==> config.mk <==
export PLATFORM = sky130hd
export DESIGN_NAME = divisor_pair_enumerator
export DESIGN_NICKNAME = d
export VERILOG_FILES = /design/src/dpe_pkg.sv /design/src/divisor_pair_enumerator.sv /design/src/dpe_divider.sv /design/src/dpe_ctrl.sv /design/src/dpe_datapath.sv
export SDC_FILE = /design/constraint.sdc
export NUM_CORES = 1
export LEC_CHECK = 0
export ABC_AREA = 0
export BUFFER_PORTS_ARGS = -buffer_cell sky130_fd_sc_hd__buf_2
export CAP_MARGIN = 5
export CORE_AREA = 4 4 145 147
export DETAILED_ROUTE_END_ITERATION = 6
export DIE_AREA = 0 0 149 151
export PLACE_DENSITY_LB_ADDON = 0.12
export SLEW_MARGIN = 0
export SYNTH_ARGS = -nofsm -noshare
export SYNTH_HDL_FRONTEND = slang
export SYNTH_SLANG_ARGS = --single-unit
==> constraint.sdc <==
create_clock -name clk_i -period 8.7 [get_ports clk_i]
set_clock_uncertainty 0.2 [all_clocks]
set_input_delay 1.305 -clock clk_i [delete_from_list [all_inputs] [get_ports clk_i]]
set_output_delay 1.305 -clock clk_i [all_outputs]
set_load 0.02 [all_outputs]
==> src/dpe_pkg.sv <==
// Shared types and constants of the divisor pair enumerator.
package dpe_pkg;

  // Fixed field widths of the external beats and the trial divisor
  localparam int unsigned NUMBER_W   = 16;
  localparam int unsigned DIVISOR_W  = 8;
  localparam int unsigned COFACTOR_W = 16;
  localparam int unsigned TRIAL_W    = 9;

  // Controller states
  typedef enum logic [1:0] {
    ST_IDLE,
    ST_CHECK,
    ST_DIV,
    ST_FLUSH
  } dpe_state_e;

  // Commands from controller to datapath
  typedef struct packed {
    logic load;       // capture a new number, seed pending pair (1, n)
    logic div_start;  // launch a trial division
    logic found;      // trial divides: emit pending pair, keep the new one
    logic advance;    // step to the next trial divisor
    logic flush;      // emit pending pair with last set
  } dpe_cmd_t;

  // Status from datapath to controller
  typedef struct packed {
    logic cont;       // trial divisor still in range (d <= 255, d*d <= n)
    logic div_done;   // divider result valid this cycle
    logic rem_zero;   // remainder of the last division is zero
  } dpe_sts_t;

endpackage

==> src/divisor_pair_enumerator.sv <==
// Top level of the divisor pair enumerator.
//
// Usage: pulse start_i with number_i while busy_o is low; that beat is taken
// and busy_o rises on the next cycle. Only the low NUMBER_BITS bits count.
// The block lists every pair (d, number/d) with d dividing number and
// d*d <= number, d ascending, starting with d = 1. Each pair is one result
// beat on divisor_o/cofactor_o/last_o, marked by valid_o for one cycle; the
// final pair has last_o set, and busy_o is low in that same cycle.
// For odd numbers only odd trial divisors are tried.
// Each trial divisor takes a range check, a bit-serial division of one
// quotient bit per cycle in the single shared divider, and a done step.
// At most 254 trial divisors are tried for one number.
// A result beat leaves one pair late, so the first beat appears after the
// next divisor is found or at the end.
// The receiver cannot stall; beats are not held. Reset returns to idle and
// drops any number in progress.
module divisor_pair_enumerator #(
  parameter int unsigned NUMBER_BITS = 16
) (
  input  logic                            clk_i,
  input  logic                            rst_ni,
  input  logic                            start_i,
  input  logic [dpe_pkg::NUMBER_W-1:0]    number_i,
  output logic                            busy_o,
  output logic                            valid_o,
  output logic [dpe_pkg::DIVISOR_W-1:0]   divisor_o,
  output logic [dpe_pkg::COFACTOR_W-1:0]  cofactor_o,
  output logic                            last_o
);
  import dpe_pkg::*;

  dpe_cmd_t cmd;
  dpe_sts_t sts;
  logic     busy;

  // Sequencer
  dpe_ctrl u_ctrl (
    .clk_i   (clk_i),
    .rst_ni  (rst_ni),
    .start_i (start_i && !busy),
    .sts_i   (sts),
    .cmd_o   (cmd),
    .busy_o  (busy)
  );

  // Datapath
  dpe_datapath #(
    .NB (NUMBER_BITS)
  ) u_datapath (
    .clk_i      (clk_i),
    .rst_ni     (rst_ni),
    .number_i   (number_i),
    .cmd_i      (cmd),
    .sts_o      (sts),
    .valid_o    (valid_o),
    .divisor_o  (divisor_o),
    .cofactor_o (cofactor_o),
    .last_o     (last_o)
  );

  assign busy_o = busy;

endmodule

==> src/dpe_divider.sv <==
// Restoring radix-2 divider: NB-bit dividend by 8-bit divisor, one bit per cycle.
module dpe_divider #(
  parameter int unsigned NB = 16
) (
  input  logic                           clk_i,
  input  logic                           rst_ni,
  input  logic                           start_i,
  input  logic [NB-1:0]                  dividend_i,
  input  logic [dpe_pkg::DIVISOR_W-1:0]  divisor_i,
  output logic                           done_o,
  output logic [NB-1:0]                  quotient_o,
  output logic                           rem_zero_o
);
  import dpe_pkg::*;

  localparam int unsigned CW = (NB > 1) ? $clog2(NB) : 1;

  logic [DIVISOR_W-1:0] rem_q, rem_d;
  logic [DIVISOR_W-1:0] dvs_q;
  logic [NB-1:0]        quo_q, quo_d;
  logic [CW-1:0]        cnt_q;
  logic                 run_q;
  logic                 done_q;
  logic [DIVISOR_W:0]   shifted;
  logic [DIVISOR_W:0]   diff;
  logic                 ge;

  // One restoring step: shift in next dividend bit, subtract if it fits
  always_comb begin
    shifted = {rem_q, quo_q[NB-1]};
    diff    = shifted - {1'b0, dvs_q};
    ge      = (shifted >= {1'b0, dvs_q});
    rem_d   = ge ? diff[DIVISOR_W-1:0] : shifted[DIVISOR_W-1:0];
    quo_d   = {quo_q[NB-2:0], ge};
  end

  // Control: run flag, bit counter, done pulse
  always_ff @(posedge clk_i or negedge rst_ni) begin
    if (!rst_ni) begin
      run_q  <= 1'b0;
      done_q <= 1'b0;
      cnt_q  <= '0;
    end else begin
      done_q <= 1'b0;
      if (start_i) begin
        run_q <= 1'b1;
        cnt_q <= '0;
      end else if (run_q) begin
        cnt_q <= cnt_q + CW'(1);
        if (cnt_q == CW'(NB - 1)) begin
          run_q  <= 1'b0;
          done_q <= 1'b1;
        end
      end
    end
  end

  // Datapath: partial remainder and quotient shift register
  always_ff @(posedge clk_i) begin
    if (start_i) begin
      rem_q <= '0;
      quo_q <= dividend_i;
      dvs_q <= divisor_i;
    end else if (run_q) begin
      rem_q <= rem_d;
      quo_q <= quo_d;
    end
  end

  assign done_o     = done_q;
  assign quotient_o = quo_q;
  assign rem_zero_o = (rem_q == '0);

endmodule

==> src/dpe_ctrl.sv <==
// Controller state machine that sequences trial divisions and result beats.
module dpe_ctrl (
  input  logic              clk_i,
  input  logic              rst_ni,
  input  logic              start_i,
  input  dpe_pkg::dpe_sts_t sts_i,
  output dpe_pkg::dpe_cmd_t cmd_o,
  output logic              busy_o
);
  import dpe_pkg::*;

  dpe_state_e state_q, state_d;

  // State register
  always_ff @(posedge clk_i or negedge rst_ni) begin
    if (!rst_ni) begin
      state_q <= ST_IDLE;
    end else begin
      state_q <= state_d;
    end
  end

  // Next state and commands
  always_comb begin
    state_d = state_q;
    cmd_o   = '0;
    case (state_q)
      ST_IDLE: begin
        if (start_i) begin
          cmd_o.load = 1'b1;
          state_d    = ST_CHECK;
        end
      end
      ST_CHECK: begin
        if (sts_i.cont) begin
          cmd_o.div_start = 1'b1;
          state_d         = ST_DIV;
        end else begin
          state_d = ST_FLUSH;
        end
      end
      ST_DIV: begin
        if (sts_i.div_done) begin
          cmd_o.advance = 1'b1;
          cmd_o.found   = sts_i.rem_zero;
          state_d       = ST_CHECK;
        end
      end
      ST_FLUSH: begin
        cmd_o.flush = 1'b1;
        state_d     = ST_IDLE;
      end
      default: begin
        state_d = ST_IDLE;
      end
    endcase
  end

  assign busy_o = (state_q != ST_IDLE);

endmodule

==> src/dpe_datapath.sv <==
// Datapath: held number, trial divisor, range test, divider, pending pair, output beat.
module dpe_datapath #(
  parameter int unsigned NB = 16
) (
  input  logic                            clk_i,
  input  logic                            rst_ni,
  input  logic [dpe_pkg::NUMBER_W-1:0]    number_i,
  input  dpe_pkg::dpe_cmd_t               cmd_i,
  output dpe_pkg::dpe_sts_t               sts_o,
  output logic                            valid_o,
  output logic [dpe_pkg::DIVISOR_W-1:0]   divisor_o,
  output logic [dpe_pkg::COFACTOR_W-1:0]  cofactor_o,
  output logic                            last_o
);
  import dpe_pkg::*;

  logic [NB-1:0]        num_q;
  logic [TRIAL_W-1:0]   trial_q;
  logic                 odd_q;
  logic [DIVISOR_W-1:0] pend_div_q;
  logic [NB-1:0]        pend_cof_q;
  logic [DIVISOR_W-1:0] out_div_q;
  logic [NB-1:0]        out_cof_q;
  logic                 out_last_q;
  logic                 out_valid_q;
  logic [NB-1:0]        number_masked;
  logic [2*DIVISOR_W-1:0] square;
  logic                 div_done;
  logic                 rem_zero;
  logic [NB-1:0]        quotient;

  assign number_masked = number_i[NB-1:0];

  // Range test on the current trial divisor
  assign square = trial_q[DIVISOR_W-1:0] * trial_q[DIVISOR_W-1:0];
  assign sts_o.cont = !trial_q[TRIAL_W-1] &&
                      (square <= (2*DIVISOR_W)'(num_q));
  assign sts_o.div_done = div_done;
  assign sts_o.rem_zero = rem_zero;

  // Shared trial divider
  dpe_divider #(
    .NB (NB)
  ) u_divider (
    .clk_i      (clk_i),
    .rst_ni     (rst_ni),
    .start_i    (cmd_i.div_start),
    .dividend_i (num_q),
    .divisor_i  (trial_q[DIVISOR_W-1:0]),
    .done_o     (div_done),
    .quotient_o (quotient),
    .rem_zero_o (rem_zero)
  );

  // Number, trial divisor, pending pair
  always_ff @(posedge clk_i or negedge rst_ni) begin
    if (!rst_ni) begin
      num_q   <= '0;
      trial_q <= '0;
      odd_q   <= 1'b0;
    end else if (cmd_i.load) begin
      num_q   <= number_masked;
      odd_q   <= number_masked[0];
      trial_q <= number_masked[0] ? TRIAL_W'(3) : TRIAL_W'(2);
    end else if (cmd_i.advance) begin
      trial_q <= trial_q + (odd_q ? TRIAL_W'(2) : TRIAL_W'(1));
    end
  end

  always_ff @(posedge clk_i) begin
    if (cmd_i.load) begin
      pend_div_q <= DIVISOR_W'(1);
      pend_cof_q <= number_masked;
    end else if (cmd_i.found) begin
      pend_div_q <= trial_q[DIVISOR_W-1:0];
      pend_cof_q <= quotient;
    end
  end

  // Output beat: the pending pair leaves when a newer pair replaces it or at the end
  always_ff @(posedge clk_i or negedge rst_ni) begin
    if (!rst_ni) begin
      out_valid_q <= 1'b0;
    end else begin
      out_valid_q <= cmd_i.found || cmd_i.flush;
    end
  end

  always_ff @(posedge clk_i) begin
    if (cmd_i.found || cmd_i.flush) begin
      out_div_q  <= pend_div_q;
      out_cof_q  <= pend_cof_q;
      out_last_q <= cmd_i.flush;
    end
  end

  assign valid_o    = out_valid_q;
  assign divisor_o  = out_div_q;
  assign cofactor_o = COFACTOR_W'(out_cof_q);
  assign last_o     = out_last_q;

endmodule

**Yosys cells after proc, flatten, opt, wreduce, memory -nomap -nowiden**

Index checks and enable logic that the tools add are counted.

- Add/sub/neg operators: 3
- Multipliers: 1
- $lt $le $gt $ge: 2
- Eq/ne operators: 6
- Mux-type cells: 28
- Reductions and logical operators: 12

Operators by type and width:

| operator | number |
|---|---|
| 16-bit 2-to-1 mux | 4 |
| 9-bit 2-to-1 mux | 2 |
| 16-bit less-or-equal comparator | 1 |
| 8-bit by 8-bit multiplier with 16-bit output | 1 |
| 1-bit 2-to-1 mux | 13 |
| 2-bit 2-to-1 mux | 5 |
| 9-bit adder | 1 |
| 9-bit by 8-bit greater-or-equal comparator with 1-bit output | 1 |
| 8-bit logical NOT | 1 |
| 4-bit 2-to-1 mux | 2 |
| 8-bit 2-to-1 mux | 1 |
| 2-bit case mux with 4 select lines | 1 |
| 2-bit nonzero test | 4 |
| 8-bit subtractor | 1 |
| 4-bit by 1-bit adder with 4-bit output (second input constant) | 1 |
| 2-bit == test (second input constant) | 2 |
| 4-bit == test (second input constant) | 1 |
| 2-bit by 1-bit != test with 1-bit output (second input constant) | 2 |
| 2-bit by 1-bit == test with 1-bit output (second input constant) | 1 |
| 1-bit logical AND | 2 |
| 1-bit logical NOT | 2 |
| 2-bit logical NOT | 1 |
| 2-bit AND reduction | 1 |
| 1-bit logical OR | 1 |

- Register bits: 116
- Input port bits: 19
- Output and inout port bits: 27

**Logic depth before layout (Yosys ltp)**

- Depth in word-level cells: 6
- Depth in mapped cells: 26
- Gate-level depth less buffers: 24

**Modules after synthesis**

From an unflattened synthesis, not the netlist that was laid out.

- Cell total of the unflattened synthesis: 650
- Area total of the unflattened synthesis: 6919.1 um2

Modules (own cells, without submodules):

| module | instances | cells each | area each (um2) | seq. area each (um2) |
|---|---|---|---|---|
| dpe_datapath | 1 | 470 | 4810.9 | 2042.0 |
| dpe_divider | 1 | 164 | 1968.1 | 1031.0 |
| dpe_ctrl | 1 | 15 | 126.4 | 50.0 |
| divisor_pair_enumerator | 1 | 1 | 13.8 | 0.0 |

**Least setup slack after synthesis**

Ideal clock, no wire load.

- Path type: register to register
- Start point: register u_datapath.trial_q[5]
- End point: register u_datapath.u_divider.quo_q[0], in the netlist u_datapath.u_divider.quotient_o[0] (enable)
- Library setup time: 0.372 ns
- Arrival: 5.601 ns
- Data required time: 8.128 ns
- Path slack: 2.528 ns
- Cell stages (with the launch flop): 22
- Period minus slack after synthesis: 6.172 ns
- Path through: dfrtp_1 > clkbuf_1 > inv_1 > nor2_1 > fa_1 > fa_1 > inv_1 > fa_1 > fa_1 > inv_1 > ha_1 > o21ai_0 > a21oi_1 > o41ai_4 > mux2i_1 > or2_1 > ha_1 > nand4_1 > nor4_2 > a22oi_1 > clkbuf_1 > nand2_1

- Word-level cells in the longest chain between the ends: 6

Ends and longest elaborated chain:

| item | line | source |
|---|---|---|
| from (decl) | dpe_datapath.sv:18 | `logic [TRIAL_W-1:0] trial_q;` |
| from (signal assigned) | dpe_datapath.sv:64 | `trial_q <= number_masked[0] ? TRIAL_W'(3) : TRIAL_W'(2);` |
| from (signal assigned) | dpe_datapath.sv:66 | `trial_q <= trial_q + (odd_q ? TRIAL_W'(2) : TRIAL_W'(1));` |
| 8-bit by 8-bit multiplier with 16-bit output | dpe_datapath.sv:35 | `assign square = trial_q[DIVISOR_W-1:0] * trial_q[DIVISOR_W-1:0];` |
| 16-bit less-or-equal comparator | dpe_datapath.sv:37 | `(square <= (2*DIVISOR_W)'(num_q));` |
| 1-bit logical AND | dpe_datapath.sv:36 | `assign sts_o.cont = !trial_q[TRIAL_W-1] &&` |
| 1-bit 2-to-1 mux | dpe_ctrl.sv:35 | `if (sts_i.cont) begin` |
| 1-bit 2-to-1 mux | dpe_ctrl.sv:27 | `case (state_q)` |
| 2-bit nonzero test (no line) | n/a |  |
| to (signal assigned) | dpe_divider.sv:62 | `quo_q <= dividend_i;` |
| to (signal assigned) | dpe_divider.sv:66 | `quo_q <= quo_d;` |
| to (decl) | dpe_divider.sv:20 | `logic [NB-1:0] quo_q, quo_d;` |

Every way passes these cells.
A chain may end at the register's enable or synchronous reset.

**Worst setup path after layout**

- Start point: register u_datapath.trial_q[5]
- End point: register u_datapath.u_divider.quo_q[7], in the netlist u_datapath.u_divider.quotient_o[7] (enable)

The elaborated chain is that of the path after synthesis.

==> summary.txt <==
Place
  – Detail Placement HPWL: 11.0 mm
  – Dpl cell area: 0.00729 mm2
  – Gpl congestion: 0.834
  – # port buffers: 45
  – Dpl ws: 1780 ps
  – Placed Cells: 955

Clock tree
  – CTS sink count: 115
  – CTS Hold Bufs: 0
  – Clk Latency, worst-skew pair: 410 ps
  – Clock root buffer: clkbuf_16
  – CTS tree: yes
  – TritonCTS Buffers: 17
  – Worst-path clk slew: 60 ps
  – Post-CTS Resized: 0
  – # H-tree levels: 4
  – Postcts setup bufs: 0
  – Max Root-Sink Buffers: 2

Pwr
  – Pwr Density: 310 mW/mm2
  – P_leak: 3.65 nW
  – Switching Fraction: 34.9%
  – Psw: 0.856 mW
  – Comb pwr share: 33.1%
  – Sequential Power Share: 37.2%
  – Tot Pwr: 2.45 mW
  – Clock network power share: 29.7%
  – Worst vdd ir: 0.000128 V
  – Int Pwr: 1.59 mW

Synthesis
  – Top-count cell post-synth: nand2_1
  – Flops & latches, synth: 115
  – Main flop type after synthesis: edfxtp_1
  – Ys async rst share: 29.6%
  – Top cell type's share of synthesized area: 28.7%
  – Mapped Nets: 760
  – Seq/Total Area, Yosys: 46.0%
  – Number of synthesized flops with an enable pin: 65
  – Mapped cell area: 0.00679 mm2
  – YS warnings: 0
  – Yosys cell types: 59
  – Mapped Cells: 658
  – Synth area leaders: edfxtp_1, dfrtp_1, ha_1
  – Area leader, netlist: edfxtp_1
  – Avg Inst Size Synth: 10.3 um2
  – Commonest cells in the netlist: nand2_1, inv_1, edfxtp_1

STA
  – Fin. max-slew vios: 0
  – Final setup margin: 1770 ps
  – Max_slew headroom: 32.5%
  – Least-Margin Pin Slew: 1010 ps
  – Min cycle time layout: 6930 ps
  – # setup viols final: 0
  – Final Cycle Share: 79.6%
  – Min Hold Slack: 216 ps
  – Fin. Hold Viols: 0
  – Fmax: 144 MHz
  – Final setup TNS: 0 ps
  – RSZ-0062 raised after global routing: false

Worst setup path
  – Crit path max fanout: 18
  – Slowest CP cell: a22oi_2
  – CP Data Required Time: 8500 ps
  – Slowest cell delay on critical path: 650 ps
  – R2R Path End: u_datapath.u_divider.quotient_o[7]
  – WS Path Type: register to register
  – Critical Path Most Common Cell: fa_1
  – Cell Chain, Critical Path: inv_1, nor2_1, fa_1, fa_1, inv_1, fa_1, fa_1, inv_1, ha_1, o21ai_0, a21oi_1, o41ai_4, mux2i_1, or2_1, ha_1, nand4_1, nor2_1, o21ai_1, a22oi_2, nand2_1
  – Startpoint types: register
  – Reg2reg setup slack: 1770 ps
  – RR Startpoint: u_datapath.trial_q[5]
  – FF-to-FF path depth: 20
  – Critical path arrival: 6720 ps
  – Worst setup EP type: register

Global route
  – Initial antenna violation count: 0
  – Number of global-route vias before repair: 4734
  – Remaining Overflow, GRT: 0
  – GRT Util Overall: 13.7%
  – First-pass GRT wire length: 24.1 mm
  – Largest net degree at the start of global routing: 48

Job
  – Max Cap Viol: 0

Floorplanning
  – Core Region: 0.0199 mm2
  – Die height: 151 um
  – Std-Cell Rows: 52
  – IO Pins: 46
  – Die X: 149 um
  – Initial Util: 34.1%
  – Die Area: 0.0225 mm2

Detailed routing
  – Drt wl/cell: 14.6 um
  – Routed wire length: 14.4 mm
  – DR vias: 4643
  – DR DRC count: 0
  – Pre-Repair DR Iteration Count: 4
  – 1st-iter DRT viols: 281
  – Post-route ant nets: 0
  – Vias per inst: 4.70

Hold path
  – Hold WC Path Type: register to register
  – Hold path start: u_datapath.pend_cof_q[2]
  – Hold depth: 0
  – Hold Path End: u_datapath.cofactor_o[2]

Cells and area
  – Layout Nets: 806
  – Antenna diodes: 0
  – Util after Layout: 39.7%
  – Area delta synth->final: 16.3%
  – Post-Layout Inst Area: 0.00790 mm2
  – Non-Filler Instances: 987
  – Number of filler cells placed in the layout: 2009
  – Share of layout cells above drive strength 1: 12.7%

Run status
  – Status: finished, final reports clean
## metal layers
metal  up-vias  track usage, %  share of wire [%]
met3        15            2.87                3.7
met2        90            21.0                 45
met4         0            4.49                1.3
li1       2325               -                  -
met1      2213            19.4                 50
met5         -               0                  0
## registers in the layout, summed over array words and instances (netlist names), 2 cells and up
signal                           count
u_datapath.u_divider.dvs_q           8
u_datapath.pend_div_q                8
u_datapath.trial_q                   9
u_datapath.pend_cof_q               16
u_datapath.u_divider.rem_q           8
u_datapath.u_divider.cnt_q           4
u_datapath.divisor_o                 8
u_ctrl.state_q                       2
u_datapath.cofactor_o               16
u_datapath.u_divider.quotient_o     16
u_datapath.num_q                    16
## power by group through the flow
stage | sequential [mW] | combinational [mW] | clock, mW
floorplan | 0.914 | 0.610 | 0
global placement | 0.921 | 0.799 | 0
detailed placement | 0.920 | 0.821 | 0
CTS | 0.913 | 0.822 | 0.745
global route | 0.933 | 0.922 | 0.771
finish | 0.911 | 0.812 | 0.728
## area by class of cell
type                       instances  area, um2  area share [%]
multi-input combinational        440       3270            41.4
sequential                       115       3120            39.5
clock buffer                      19        433            5.48
tap                              270        338            4.27
inverter                          82        308            3.89
timing repair buffer              48        248            3.13
clock inverter                    13        184            2.33
## how the worst max path moves through the flow
stage                           from  depth (start not counted)  slack (ps)                                  end
2_1_floorplan  u_datapath.trial_q[5]                         21        2530   u_datapath.u_divider.quotient_o[0]
3_3_place_gp   u_datapath.trial_q[5]                         20        1990  u_datapath.u_divider.quotient_o[10]
3_5_place_dp   u_datapath.trial_q[5]                         20        1780  u_datapath.u_divider.quotient_o[11]
4_1_cts        u_datapath.trial_q[5]                         20        1750   u_datapath.u_divider.quotient_o[7]
5_1_grt        u_datapath.trial_q[5]                         21        1090   u_datapath.u_divider.quotient_o[7]
6_report       u_datapath.trial_q[5]                         20        1770   u_datapath.u_divider.quotient_o[7]
## worst max-delay path, delay by kind of cell, from the launching register on
family                     cells  cell delay (ps)
buffers and inverters          3              280
adders and majority gates      6             2680
DFF                            1              500
muxes                          1              120
AOI/OAI and AO/OA              5             1330
and+or+nand+nor                5             1380
## placed cells by master, fill, tap and decap left out, drive strengths merged, types with 14 or more instances in the layout
master  instances
buf            48
ha             56
inv            83
a21oi          30
nor2           48
and2           16
o21ai          51
xnor2          21
mux2i          14
edfxtp         65
dfrtp          34
dfxtp          16
nand2          91
fa             27
clkbuf         19
## logic make-up (layout without fill, tap and decap cells)
kind of cell	count (synthesis)	after routing	share of synthesized area (%)
flops	115	115	46.0
buf+inv	103	162	5.97
xor+xnor	28	28	3.61
fa+ha+maj	83	83	18.3
mux	16	16	2.39
compound gates	111	111	10.1
simple gates	202	202	13.7
Note: power is estimated with default switching activity, not from simulation.
